===== src/design/page_free_list_allocator_core_assert.svh =====
// Assertion macros for the page free list allocator.
// Included by the top level; expands to nothing when SYNTHESIS is defined.
`ifndef PAGE_FREE_LIST_ALLOCATOR_CORE_ASSERT_SVH
`define PAGE_FREE_LIST_ALLOCATOR_CORE_ASSERT_SVH
`ifndef SYNTHESIS
`define PFLA_ASSERT_IMP(name, clk, rst, ante, cons) \
  name: assert property (@(posedge clk) disable iff (rst) (ante) |-> (cons)) \
    else $error("pfla assertion failed");
`define PFLA_ASSERT_NXT(name, clk, rst, ante, cons) \
  name: assert property (@(posedge clk) disable iff (rst) (ante) |=> (cons)) \
    else $error("pfla assertion failed");
`else
`define PFLA_ASSERT_IMP(name, clk, rst, ante, cons)
`define PFLA_ASSERT_NXT(name, clk, rst, ante, cons)
`endif
`endif


===== src/design/pfla_pkg.sv =====
// Shared types and constants of the page free list allocator.
// No dependencies; used by pfla_ctrl, pfla_dp and the top level.
package pfla_pkg;

  localparam int ADDR_W         = 48;
  localparam int DEF_MAX_PAGES  = 16384;
  localparam int DEF_PAGE_SHIFT = 12;
  localparam int OP_W           = 2;
  localparam int STATUS_W       = 3;
  localparam int COUNT_W        = 15;
  localparam int APB_AW         = 4;
  localparam int APB_DW         = 64;
  localparam int REG_SEL_BIT    = 3;

  typedef enum logic [OP_W-1:0] {
    OP_INIT  = 2'd0,
    OP_ALLOC = 2'd1,
    OP_FREE  = 2'd2
  } op_t;

  typedef enum logic [STATUS_W-1:0] {
    ST_OK       = 3'd0,
    ST_NO_PAGE  = 3'd1,
    ST_NOT_INIT = 3'd2,
    ST_IGNORED  = 3'd3,
    ST_REJECTED = 3'd4
  } status_t;

  typedef enum logic {
    REG_BASE = 1'b0,
    REG_SIZE = 1'b1
  } reg_idx_t;

  typedef enum logic [3:0] {
    S_IDLE,
    S_ALLOC,
    S_FREE_CHK,
    S_FREE_WB,
    S_INIT_SUM,
    S_INIT_CHK,
    S_INIT_FILL,
    S_INIT_DONE,
    S_OTHER
  } state_t;

  typedef struct packed {
    logic    capture;
    logic    rd_head;
    logic    alloc_commit;
    logic    free_check;
    logic    free_commit;
    logic    init_sum;
    logic    init_span;
    logic    fill_step;
    logic    init_commit;
    logic    load_out;
    logic    page_sel;
    status_t status;
  } dp_cmd_t;

  typedef struct packed {
    logic ready_flag;
    logic list_empty;
    logic addr_zero;
    logic in_range;
    logic in_use;
    logic init_empty;
    logic fill_last;
    logic out_free;
  } dp_stat_t;

endpackage


===== src/design/pfla_ctrl.sv =====
// Controller state machine of the page free list allocator.
// Depends on pfla_pkg; drives pfla_dp through dp_cmd_t, reads dp_stat_t.
module pfla_ctrl import pfla_pkg::*; (
  input  logic            clk,
  input  logic            rst,
  input  logic            in_valid,
  input  logic [OP_W-1:0] op,
  output logic            in_ready,
  input  dp_stat_t        st,
  output dp_cmd_t         cmd
);

  state_t state, state_next;

  always_ff @(posedge clk) begin
    if (rst) begin
      state <= S_IDLE;
    end else begin
      state <= state_next;
    end
  end

  always_comb begin
    state_next = state;
    cmd        = '0;
    cmd.status = ST_OK;
    in_ready   = 1'b0;
    unique case (state)
      S_IDLE: begin
        in_ready    = 1'b1;
        cmd.rd_head = 1'b1;
        if (in_valid) begin
          cmd.capture = 1'b1;
          case (op_t'(op))
            OP_INIT:  state_next = S_INIT_SUM;
            OP_ALLOC: state_next = S_ALLOC;
            OP_FREE:  state_next = S_FREE_CHK;
            default:  state_next = S_OTHER;
          endcase
        end
      end
      S_ALLOC: begin
        if (st.out_free) begin
          cmd.load_out = 1'b1;
          state_next   = S_IDLE;
          priority if (!st.ready_flag) begin
            cmd.status = ST_NOT_INIT;
          end else if (st.list_empty) begin
            cmd.status = ST_NO_PAGE;
          end else begin
            cmd.alloc_commit = 1'b1;
            cmd.page_sel     = 1'b1;
            cmd.status       = ST_OK;
          end
        end
      end
      S_FREE_CHK: begin
        priority if (!st.ready_flag) begin
          cmd.status = ST_NOT_INIT;
          if (st.out_free) begin
            cmd.load_out = 1'b1;
            state_next   = S_IDLE;
          end
        end else if (st.addr_zero || !st.in_range) begin
          cmd.status = ST_IGNORED;
          if (st.out_free) begin
            cmd.load_out = 1'b1;
            state_next   = S_IDLE;
          end
        end else begin
          cmd.free_check = 1'b1;
          state_next     = S_FREE_WB;
        end
      end
      S_FREE_WB: begin
        if (st.out_free) begin
          cmd.load_out = 1'b1;
          state_next   = S_IDLE;
          if (st.in_use) begin
            cmd.free_commit = 1'b1;
            cmd.status      = ST_OK;
          end else begin
            cmd.status = ST_IGNORED;
          end
        end
      end
      S_INIT_SUM: begin
        cmd.init_sum = 1'b1;
        state_next   = S_INIT_CHK;
      end
      S_INIT_CHK: begin
        if (st.init_empty) begin
          cmd.status = ST_REJECTED;
          if (st.out_free) begin
            cmd.load_out = 1'b1;
            state_next   = S_IDLE;
          end
        end else begin
          cmd.init_span = 1'b1;
          state_next    = S_INIT_FILL;
        end
      end
      S_INIT_FILL: begin
        cmd.fill_step = 1'b1;
        if (st.fill_last) begin
          state_next = S_INIT_DONE;
        end
      end
      S_INIT_DONE: begin
        if (st.out_free) begin
          cmd.init_commit = 1'b1;
          cmd.load_out    = 1'b1;
          cmd.status      = ST_OK;
          state_next      = S_IDLE;
        end
      end
      S_OTHER: begin
        cmd.status = ST_IGNORED;
        if (st.out_free) begin
          cmd.load_out = 1'b1;
          state_next   = S_IDLE;
        end
      end
      default: begin
        state_next = S_IDLE;
      end
    endcase
  end

endmodule


===== config.mk =====
export PLATFORM = sky130hd
export DESIGN_NAME = pfla_ctrl
export DESIGN_NICKNAME = d
export VERILOG_FILES = /design/src/design/page_free_list_allocator_core_assert.svh /design/src/design/pfla_pkg.sv /design/src/design/pfla_ctrl.sv
export SDC_FILE = /design/constraint.sdc
export NUM_CORES = 1
export LEC_CHECK = 0
export BUFFER_PORTS_ARGS = -buffer_cell sky130_fd_sc_hd__buf_2
export CAP_MARGIN = 10
export CORE_AREA = 10 10 47 49
export CTS_BUF_LIST = sky130_fd_sc_hd__clkbuf_8
export CTS_CLUSTER_SIZE = 40
export DETAILED_ROUTE_END_ITERATION = 8
export DIE_AREA = 0 0 57 59
export GPL_ROUTABILITY_DRIVEN = 1
export PLACE_DENSITY = 0.77
export SLEW_MARGIN = 20
export SYNTH_ARGS = -nofsm -noshare
export SYNTH_HDL_FRONTEND = slang
export SYNTH_SLANG_ARGS = --single-unit

===== constraint.sdc =====
create_clock -name clk -period 1.76 [get_ports clk]
set_clock_uncertainty 0.05 [all_clocks]
set_input_delay 0.528 -clock clk [delete_from_list [all_inputs] [get_ports clk]]
set_output_delay 0.528 -clock clk [all_outputs]
set_load 0.02 [all_outputs]

Word-level counts from Yosys, hierarchy flattened. Index checks and enable logic that the tools add are counted.

Reductions and logical operators: 7. Muxes and demuxes: 42. Equal/unequal tests: 12.

Operators with widths (count): $mux W4 (6); $pmux W4 S6 (1); $mux W1 (23); $eq A4 B3 Y1 const B (4); $pmux W3 S5 (1); $mux W2 (6); $pmux W4 S3 (1); $eq A4 B2 Y1 const B (2); $mux W3 (2); $mux W5 (1); $pmux W1 S5 (1); $eq A4 B1 Y1 const B (1); $eq A4 B4 Y1 const B (1); $logic_not A4 Y1 (1); $ne A2 B2 Y1 const B (2); $reduce_or A4 Y1 (1); $eq A2 B1 Y1 const B (1); $eq A2 B2 Y1 const B (1); $logic_not A2 Y1 (1); $reduce_and A2 Y1 (1); $reduce_or A2 Y1 (1); $logic_not A1 Y1 (1); $logic_or A1 B1 Y1 (1).

Bits of input ports: 13. Output and inout port bits: 15. Register bits: 4.

Longest topological paths before layout. Gate-level depths: netlist of the first run.

Word-level depth: 5. Mapped depth: 6.

Least setup slack after synthesis of the first run. Ideal clock, no wire load.

Kind: reg2out. Start: register state[2]. End: output cmd[13] (netlist bit). Arrival time: 1.717 ns. Setup slack: -0.535 ns. Cell stages (with the launch flop): 5. Data required time: 1.182 ns. Cell sequence: dfxtp_1 buf_6 buf_2 nor4_1 and2_1.

RTL lines: start: declaration (line pfla_ctrl.sv:13) `state_t state, state_next;`; start signal: assignment (line pfla_ctrl.sv:19) `state <= state_next;`; end: declaration (line pfla_ctrl.sv:10) `output dp_cmd_t cmd`.

==> metrics.md, run 1 <==
| Metric | Value |
|---|---|
| Synth area leaders | dfxtp_1 (14%), nor2_1 (6.1%), nand2b_1 (5.7%), nor2b_1 (4.5%), or3_1 (4.5%) |
| Final hold vios | 0 |
| Via-to-Cell Ratio | 5.57 |
| Register cell area after layout | 92.6 um^2 |
| Worst-path maximum fanout | 5 |
| CTS tree | yes |
| Die area | 3360 um^2 |
| Final non-filler cell total | 138 |
| Total clock sinks | 4 |
| Critical path destination | cmd[4] |
| Gate count after technology mapping | 76 |
| DR vias | 769 |
| Worst slew pin tran | 350 ps |
| Fillers | 96 |
| Met1 Use GR | 12.0% |
| CTS buffer count | 3 |
| Diode count | 0 |
| Largest reg by FF count | state |
| Clock Latency Late Sink | 210 ps |
| Multi-input logic area | 554 um^2 |
| Min Tclk post-route | 2030 ps |
| Final setup TNS | -1650 ps |
| Vias in the first global route | 744 |
| Routed Antenna Nets | 0 |
| RR Startpoint | state[3] |
| Lkg Pwr | 0.000492 uW |
| Nets | 137 |
| # DRC | 0 |
| Syn Nets | 89 |
| Setup ws final | -271 ps |
| Largest net degree at the start of global routing | 11 |
| First-pass GRT wire length | 3.18 mm |
| Layout Area Growth over Synthesis | 102% |
| Startpoint Class | register |
| Slew margin rel. | 76.6% |
| IO Port Bufs | 27 |
| Die Span Y | 59 um |
| 1st-iter DRT viols | 3 |
| Netlist cell types | 36 |
| Post-CTS Hold Buffers | 0 |
| Worst setup startpoint | state[0] |
| Setup crit end kind | output pin |
| Placer Congestion | 0.766 |
| Crit path DAT | 1450 ps |
| Largest regs | state (4) |
| Sequential-to-total area share from yosys stat | 14.5% |
| Cell taking the most area after synthesis | dfxtp_1 |
| Clk root buf | clkbuf_8 |
| Initial Util | 39.5% |
| Util after Layout | 79.7% |
| H-tree depth | 1 |
| Placed cell count | 129 |
| Met3 Use GR | 4.72% |
| Clock transition at path regs | 30 ps |
| Synth warn | 0 |
| Worst hold path class | input port to register |
| Wire per inst | 15.1 um |
| Worst vdd ir | 0.813 mV |
| Antenna violations before repair | 0 |
| Pwr per Cell Area | 526 nW/um^2 |
| Setup repair after global routing missed its margin | true |
| Critical path type | register to output pin |
| HPWL after DPL | 1.52 mm |
| Fmax | 492 MHz |
| Synth top area share | 14.5% |
| R2r endpoint | state[1] |
| GRT busiest layer | met2 |
| Die span in x | 57 um |
| Prevailing post-synth register cell | dfxtp_1 |
| Clock Path Buffers | 2 |
| FFs w/ async S/R, synth | 0% |
| Synth Register Bits | 4 |
| Setup-failing EPs final | 13 |
| Synthesized area | 553 um^2 |
| Max_cap viols | 0 |
| Drt first pass iters | 4 |
| Final worst-path cycle share | 115% |
| Row cnt | 14 |
| Post-synth EDFFs | 0 |
| Total GRT Usage | 11.0% |
| Max FFs per register | 4 |
| Status | finished with violations |
| Gr ovfl total | 0 |
| Met2 Use GR | 19.4% |
| Synthesized area per cell | 7.28 um^2 |
| Pins Over Slew Limit | 0 |
| Layout cells sized above 1 | 68.9% |
| Ports | 28 |
| Critical path required time | 1180 ps |
| Flop2flop setup slack | 70 ps |
| FF-to-FF path depth | 7 |
| Core Region | 1400 um^2 |
| Failing checks | negative setup slack |
| Total wire length | 2.09 mm |
==> final cells by class <==
type	count	area share (%)
inverter	2	0.672
timing repair buffer	50	35.9
tap	16	1.79
sequential	4	8.29
clock buffer	3	3.70
multi-input combinational	63	49.6
==> critical path, cell delays in order (launching register included) <==
cell      delay (ps)
dfxtp_4          340
or3b_4           440
a21oi_4          150
nor2_2            60
a21boi_2         120
buf_6            130
==> cells in the final DEF (no fill, tap or decap), types with 2 or more instances in the layout <==
master,count
buf_2,12
nand2b_1,4
nor2b_1,3
a21oi_1,4
nand2_1,4
nor2_2,2
dfxtp_4,3
buf_6,15
a21oi_4,2
nand3b_1,2
inv_1,2
nor2_1,4
clkbuf_8,3
buf_4,23
nor2_4,3
nor3_2,2
o32ai_1,2
or3_1,4
==> per-layer routing <==
layer / share of wire, % / vias to the layer above
met1: 42 / 353
met4: 1.2 / 0
met5: 0 / -
met2: 50 / 34
met3: 7.0 / 4
li1: - / 378
==> worst min-delay path by stage <==
stage | startpoint | endpoint | slack (ps) | depth (start not counted)
floorplan | state[1] | state[3] | 520 | 2
global placement | rst | state[1] | 690 | 2
detailed placement | rst | state[1] | 690 | 2
finish | rst | state[1] | 490 | 2
CTS | rst | state[1] | 470 | 2
global route | rst | state[1] | 490 | 2
==> per-stage QoR <==
stage / instance area [um^2] / setup slack (ps) / hold slack, ps / power [uW]
2_1_floorplan: 627 / -15.3 / 525 / 264
3_3_place_gp: 835 / -160 / 691 / 329
3_5_place_dp: 835 / -179 / 694 / 334
4_1_cts: 965 / -277 / 472 / 556
5_1_grt: 1120 / -344 / 488 / 624
6_report: 1120 / -271 / 486 / 588
==> synthesized netlist by cell type (2+ instances only) <==
library cell	count
nor2_1	9
nand2b_1	5
a21oi_1	4
dfxtp_1	4
nand2_1	4
nor2b_1	4
nor3_1	4
or3_1	4
a21oi_2	2
buf_2	2
buf_4	2
buf_6	2
inv_1	2
nand3_1	2
nand3b_1	2
nor4_1	2
o21ai_1	2
o32ai_1	2
==> power breakdown <==
group | internal, uW | switching, uW | total, uW
combinational | 151 | 144 | 295
sequential | 96.3 | 9.79 | 106
clock | 145 | 41.1 | 186
total | 393 | 195 | 588
==> cell families after synthesis <==
group	share of synthesized area, %
AND/OR/NAND/NOR	46.8
buffers and inverters	10.6
multiplexers	2.04
AO/OA/AOI/OAI	26.0
flip-flops	14.5
==> repair_timing <==
action	in CTS	in global routing
setup endpoints to repair	14	14
setup buffers	2	5
pin swaps	3	7
resized for setup	24	32
(Power assumes the default switching activity.)
==> run 2: changes to the inputs <==
--- a/config.mk
+++ b/config.mk
@@ -5,6 +5,7 @@
 export SDC_FILE = /design/constraint.sdc
 export NUM_CORES = 1
 export LEC_CHECK = 0
+export ABC_AREA = 1
 export BUFFER_PORTS_ARGS = -buffer_cell sky130_fd_sc_hd__buf_2
 export CAP_MARGIN = 10
 export CORE_AREA = 10 10 47 49
@@ -13,7 +14,8 @@
 export DETAILED_ROUTE_END_ITERATION = 8
 export DIE_AREA = 0 0 57 59
 export GPL_ROUTABILITY_DRIVEN = 1
-export PLACE_DENSITY = 0.77
+export PLACE_DENSITY = 0.78
+export RECOVER_POWER = 100
 export SLEW_MARGIN = 20
 export SYNTH_ARGS = -nofsm -noshare
 export SYNTH_HDL_FRONTEND = slang
==> metrics.md, run 2 <==
| Metric | Value |
|---|---|
| Cell taking the most area after synthesis | nand2_1 |
| Netlist cell types | 25 (-31%) |
| Worst hold slack | 460 ps (-25.8 ps) |
| Diode count | 0 (unchanged) |
| Die area | 3360 um^2 (unchanged) |
| Largest reg by FF count | state |
| Most frequent cells in the layout | buf_4 (34), nand2_1 (22), inv_1 (13), buf_6 (13) |
| Vias in the first global route | 923 (+24%) |
| Largest net degree at the start of global routing | 6 (-5) |
| Sequential-to-total area share from yosys stat | 14.2% (-0.26 points) |
| Synthesized area per cell | 5.47 um^2 (-25%) |
| Util after Layout | 84.4% (+4.6 points) |
| Clock share of power | 29.4% (-2.3 points) |
| Crit path DAT | 1380 ps (-70 ps) |
| Drt first pass iters | 4 (unchanged) |
| Die Span Y | 59 um (unchanged) |
| Final non-filler cell total | 179 (+30%) |
| Initial Util | 40.2% (+0.71 points) |
| Ports | 28 (unchanged) |
| First-pass GRT wire length | 3.78 mm (+19%) |
| Synth top area share | 16.7% (+2.2 points) |
| Pins Over Slew Limit | 0 (unchanged) |
| Setup-failing EPs final | 14 (+1) |
| Synth area leaders | nand2_1 (17%), dfxtp_1 (14%), inv_1 (11%), nor2_1 (10%), nor2_2 (6.7%) |
| Layout cells sized above 1 | 64.4% (-4.4 points) |
| Clk root buf | clkbuf_8 |
| Post-CTS Hold Buffers | 0 (unchanged) |
| Pwr per Cell Area | 542 nW/um^2 (+3.1%) |
| Slew margin rel. | 81.5% (+5.0 points) |
| Final setup TNS | -1740 ps (-85.8 ps) |
| Max FFs per register | 4 (unchanged) |
| Sequential share of power | 16.4% (-1.7 points) |
| Failing checks | negative setup slack |
| Gate count after technology mapping | 103 (+36%) |
| Clock Path Buffers | 2 (unchanged) |
| Placed cell count | 158 (+22%) |
| CP max stage delay | 350 ps (-90 ps) |
| CP max stage cell | dfxtp_4 |
| Synthesized area | 563 um^2 (+1.8%) |
| Max_cap viols | 0 (unchanged) |
| Internal | 410 uW (+4.5%) |
| FF-to-FF path depth | 16 (+9) |
| H-tree depth | 1 (unchanged) |
| Worst hold path class | input port to register |
| Syn Nets | 116 (+30%) |
| Fmax | 511 MHz (+3.7%) |
| Clock Latency Late Sink | 210 ps (about the same) |
| Setup repair after global routing missed its margin | true |
| Final hold vios | 0 (unchanged) |
| FFs w/ async S/R, synth | 0% (unchanged) |
| Placer Congestion | 0.830 (+8.3%) |
| Synth warn | 0 (unchanged) |
| Antenna violations before repair | 0 (unchanged) |
| Row cnt | 14 (unchanged) |
| Worst vdd ir | 0.702 mV (-14%) |
| Core Region | 1400 um^2 (unchanged) |
| Final worst-path cycle share | 111% (-4.1 points) |
| Wire per inst | 13.5 um (-10%) |
| Lkg Pwr | 0.000648 uW (+32%) |
| Setup ws final | -198 ps (+72.5 ps) |
| Nets | 178 (+30%) |
| Crit path cell chain | buf_6 -> nor2_4 -> inv_2 -> nor2_2 -> inv_2 -> nor2_1 -> buf_4 |
| Switching power | 231 uW (+18%) |
| Routed Antenna Nets | 0 (unchanged) |
| HPWL after DPL | 1.50 mm (-0.94%) |
| Gr ovfl total | 0 (unchanged) |
| Clock transition at path regs | 30 ps (about the same) |
| WHS Path Cells | 2 (unchanged) |
| Via-to-Cell Ratio | 4.80 (-14%) |
| Status | finished with violations |
| # DRC | 0 (unchanged) |
| Prevailing post-synth register cell | dfxtp_1 |
| Worst-path maximum fanout | 5 (unchanged) |
| Total GRT Usage | 13.4% (+2.4 points) |
| Startpoint Class | register |
| CTS tree | yes |
| Combinational share of power | 54.3% (+4.1 points) |
| Critical path required time | 1180 ps (about the same) |
| Fillers | 83 (-14%) |
| Synth Register Bits | 4 (unchanged) |
| DR vias | 859 (+12%) |
| Total wire length | 2.42 mm (+16%) |
| CTS buffer count | 3 (unchanged) |
| Die span in x | 57 um (unchanged) |
| Min Tclk post-route | 1960 ps (-72.5 ps) |
| Setup crit end kind | output pin |
| Pre-CTS setup slack | -112 ps (+66.5 ps) |
| Sw frac | 36.0% (+2.8 points) |
| Layout Area Growth over Synthesis | 110% |
| Largest regs | state (4) |
| IO Port Bufs | 27 (unchanged) |
| Commonest non-fill, non-tap cell in the layout | buf_4 |
| Critical path type | register to output pin |
| Worst slew pin tran | 277 ps (-73.7 ps) |
| CP most frequent cell | inv_2 |
| Count leader, synth | nand2_1 |
| Synth top cells by count | nand2_1 (25), inv_1 (16), nor2_1 (15) |
| Post-synth EDFFs | 0 (unchanged) |
| 1st-iter DRT viols | 19 (+16) |
| Total clock sinks | 4 (unchanged) |
==> run 2: cell type report <==
cell class / count / area (um^2) / share of cell area (%)
sequential: 4 / 87.6 / 7.41
multi-input combinational: 74 / 483 / 40.8
tap: 16 / 20.0 / 1.69
clock buffer: 3 / 41.3 / 3.49
timing repair buffer: 59 / 462 / 39.0
inverter: 23 / 88.8 / 7.51
==> run 2: timing repair <==
item | 4_1_cts | 5_1_grt
setup endpoints to repair | 12 | 17
gates resized for setup | 32 | 29
pin swaps | 12 | 11
buffers inserted | 14 | 6
==> run 2: through the flow <==
step	area, um^2	power, uW
floorplan	574	250
global placement	820	335
detailed placement	820	338
CTS	1050	591
global route	1180	683
finish	1180	641
==> run 2: worst max-delay path, delay by kind of cell (launching register included) <==
| family | cells | cell delay [ps] |
|---|---|---|
| and+or+nand+nor | 3 | 440 |
| buffers and inverters | 4 | 380 |
| DFF | 1 | 350 |
==> run 2: routing by layer <==
metal	track usage, %	share of wire [%]	up-vias
li1	-	-	433
met1	11.7	35	377
met2	26.7	54	39
met3	4.51	7.6	10
met4	5.70	3.1	0
met5	0	0	-
==> run 2: cell families (layout without fill, tap and decap cells) <==
group	count (synthesis)	in the layout	synth area share (%)
AOI/OAI and AO/OA	12	12	15.3
DFF	4	4	14.2
and+or+nand+nor	62	62	52.4
buffers and inverters	25	85	18.0
==> run 2: power groups by stage <==
stage               Combinational, uW  Sequential [uW]  Clock (uW)
floorplan                         144              106           0
global placement                  230              105           0
detailed placement                233              105           0
CTS                               294              105         193
global route                      374              105         203
finish                            348              105         188
==> run 2: final timing paths <==
check	startpoint	to	slack (ps)
worst min-delay path	rst	state[1]	460
worst max register to register	state[0]	state[1]	-190
worst min register to register	state[3]	state[3]	720
worst max-delay path	state[0]	cmd[13]	-200
